<file path="config.mk">
export PLATFORM = sky130hd
export DESIGN_NAME = gmc_ram
export DESIGN_NICKNAME = d
export VERILOG_FILES = /design/src/hw/rtl/gmc_ram.sv
export SDC_FILE = /design/constraint.sdc
export NUM_CORES = 1
export LEC_CHECK = 0
export BUFFER_PORTS_ARGS = -buffer_cell sky130_fd_sc_hd__buf_2
export CORE_UTILIZATION = 60
export DETAILED_ROUTE_END_ITERATION = 10
export GPL_ROUTABILITY_DRIVEN = 0
export PLACE_DENSITY_LB_ADDON = 0.08
export SLEW_MARGIN = 0
export SYNTH_ARGS = -nofsm -noshare
export SYNTH_HDL_FRONTEND = slang
export SYNTH_SLANG_ARGS = --single-unit
</file>
<file path="constraint.sdc">
create_clock -name clk -period 2.2 [get_ports clk]
set_input_delay 0.22 -clock clk [delete_from_list [all_inputs] [get_ports clk]]
set_output_delay 0.22 -clock clk [all_outputs]
set_load 0.05 [all_outputs]
</file>
<file path="src/hw/rtl/gmc_ram.sv">
// ----------------------------------------------------------------------------
// gmc_ram
// Simple dual-port RAM: one write port, one read port, registered read data.
// ----------------------------------------------------------------------------
module gmc_ram #(
    parameter int WIDTH = 8,
    parameter int DEPTH = 16
) (
    input  logic                     clk,
    input  logic                     we,
    input  logic [$clog2(DEPTH)-1:0] waddr,
    input  logic [WIDTH-1:0]         wdata,
    input  logic [$clog2(DEPTH)-1:0] raddr,
    output logic [WIDTH-1:0]         rdata
);

    logic [WIDTH-1:0] mem [DEPTH];

    // Write and read the array
    always_ff @(posedge clk)
    begin
        if (we)
        begin
            mem[waddr] <= wdata;
        end
        rdata <= mem[raddr];
    end

endmodule

</file>
==> impl_metrics.ini <==
[final_layout]
fin_nets = 303
num-fill-cells = 489
drive_gt1_share_pct = 31.9
register_area_um2 = 4000
area_growth_pct = 17.6
multiInputGateArea_um2 = 1060
final_area_um2 = 6050
final_cell_mix = edfxtp_1 (128), buf_2 (25), buf_4 (20), mux4_2 (18)
diodes = 0
layout_commonest_cell = edfxtp_1

[floorplan]
fp.dieW_um = 94.6
dieArea_um2 = 8950
rows = 33
io_pins = 26
die_y_um = 94.6
start_util_pct = 62.3
core-area_um2 = 8260

[clocking]
holdBufCountCts = 0
cts_resized = 0
post_cts_buffers = 0
root_buffer = clkbuf_8
cts.sinks = 136
cts_inserted_buffers = 17
htreeDepth = 4
clock_latency_ns = 0.51
cts_tree = done
path_clk_slew_ns = 0.06
clockBufferDepth = 2

[power_and_ir_drop]
power.total_w = 0.00579
vdd_ir_drop_max_mv = 0.512
powerDensity_nw_per_um2 = 956
p_leak_nw = 2.07

[global_route]
grt_max_degree = 17
grt_overflow = 0
grt_use_total_pct = 24.2
grt_pass1_wl_mm = 14.4
antenna_found_initial = 0
first_global_vias = 2500

[logic_synthesis]
synth_seq_cells = 136
synth_area_um2 = 5150
syn-num-nets = 247
synthCells = 229
seq_area_frac_synth_pct = 77.8
syn_avg_cell_area_um2 = 22.5
synth_cell_types = 19
yosysWarnings = 0

[placed_design]
placedInstanceArea_um2 = 5510
portBuffers = 25
hpwl_mm = 5.76

[drt]
met1_length_mm = 3.91
wl_met3_um = 669
drc = 0
avgRoutedWirePerCell_um = 23.4
top_layer = met4
drt_pass1_iterations = 5
wl_met2_mm = 4.73
vias = 2480
drt-total-wl_mm = 9.43
drt-initial-drc-count = 184
ant_nets = 0
via_per_inst = 6.15

[worst_setup_path]
crit_type = reg -> reg
r2r_end = rdata[6]
startpoint_type = register
required_ns = 2.58
endpoint_kind = register
rrSetupSlack_ns = 0.80
reg2reg_from = mem[11][6]
cp.arrival_ns = 1.78
path_max_fanout = 1
ff2ff_path_depth = 3

[sta]
rsz0062_at_grt = no
finalSetupViolations = 0
relSlewSlack_pct = 49.0
fin_tns_setup_ns = 0
layout_worst_path_cycle_share_pct = 63.7
final-hold-violation-count = 0
max_freq_mhz = 714
skew_ns = 0.00820
worst_pin_slew_ns = 0.762
layout_min_cycle_time_ns = 1.40
slew_viol_final = 0

[hold_path]
hold_start = wdata[1]
hold_depth = 1
holdPathEnd = mem[5][1]
hp-class = in -> reg

[outcome]
status = complete, no violations

[run]
drv_cap = 0
-- cell usage after synthesis --
master | count | area, um^2
buf_6 | 3 | 33.8
buf_4 | 1 | 7.51
nand3b_1 | 2 | 15.0
or3b_2 | 1 | 8.76
edfxtp_1 | 128 | 3840
a22oi_1 | 16 | 120
clkdlybuf4s25_2 | 3 | 30.0
and2b_1 | 1 | 7.51
nor3_1 | 4 | 20.0
nor2b_1 | 1 | 6.26
nand2_1 | 9 | 33.8
nand3_1 | 1 | 5.00
and2_1 | 1 | 6.26
mux4_2 | 18 | 405
mux4_1 | 14 | 368
nor2_1 | 13 | 48.8
dfxtp_1 | 8 | 160
buf_2 | 3 | 15.0
nand2b_1 | 2 | 12.5
-- routing by layer --
layer / vias up / track usage, %
met4: 0 / 8.59
met1: 1281 / 33.5
li1: 1089 / -
met5: - / 0
met3: 8 / 6.84
met2: 102 / 37.5
-- logic make-up after synthesis --
| logic type | count (synthesis) | synth area share (%) |
|---|---|---|
| buffers and inverters | 10 | 1.68 |
| muxes | 32 | 15.0 |
| AOI/OAI and AO/OA | 16 | 2.33 |
| and+or+nand+nor | 35 | 3.18 |
| DFF | 136 | 77.8 |
-- state kept, by name, indices dropped and copies added, names as in the netlist --
name / flops
rdata: 8
mem: 128
-- worst max path at each step --
| stage | to | from |
|---|---|---|
| after floorplan | mem[0][0] | waddr[2] |
| after global placement | rdata[6] | raddr[0] |
| after detailed placement | rdata[6] | raddr[0] |
| after CTS | rdata[6] | rdata[6] |
| after global routing | rdata[6] | rdata[6] |
| final | rdata[6] | mem[11][6] |
-- report_power, final --
group	switching (W)	internal (W)
clock	0.00105	0.00150
combinational	0.000203	0.000119
sequential	0.0000180	0.00290
total	0.00127	0.00452
-- worst max-delay path: stages, from the launching register on --
cell and delay [ns]:
edfxtp_1 0.37, mux4_2 0.47, a22oi_1 0.33, nand2_1 0.10
-- through the flow --
stage,hold WS (ns),cells,util (%),worst slack [ns]
after floorplan,0.319,229,-,0.487
after global placement,0.602,371,66.7,0.440
after detailed placement,0.616,371,66.7,0.432
after CTS,0.0712,403,73.3,0.767
after global routing,0.0824,403,73.3,0.783
final,0.0910,403,73.3,0.799
-- layout make-up --
type                            instances  area share [%]
Clock buffer                           19            6.97
Sequential cell                       136            66.1
Clock inverter                         13            2.05
Timing Repair Buffer                   47            5.21
Tap cell                              105            2.17
Multi-Input combinational cell         83            17.5
(Power assumes the default switching activity.)
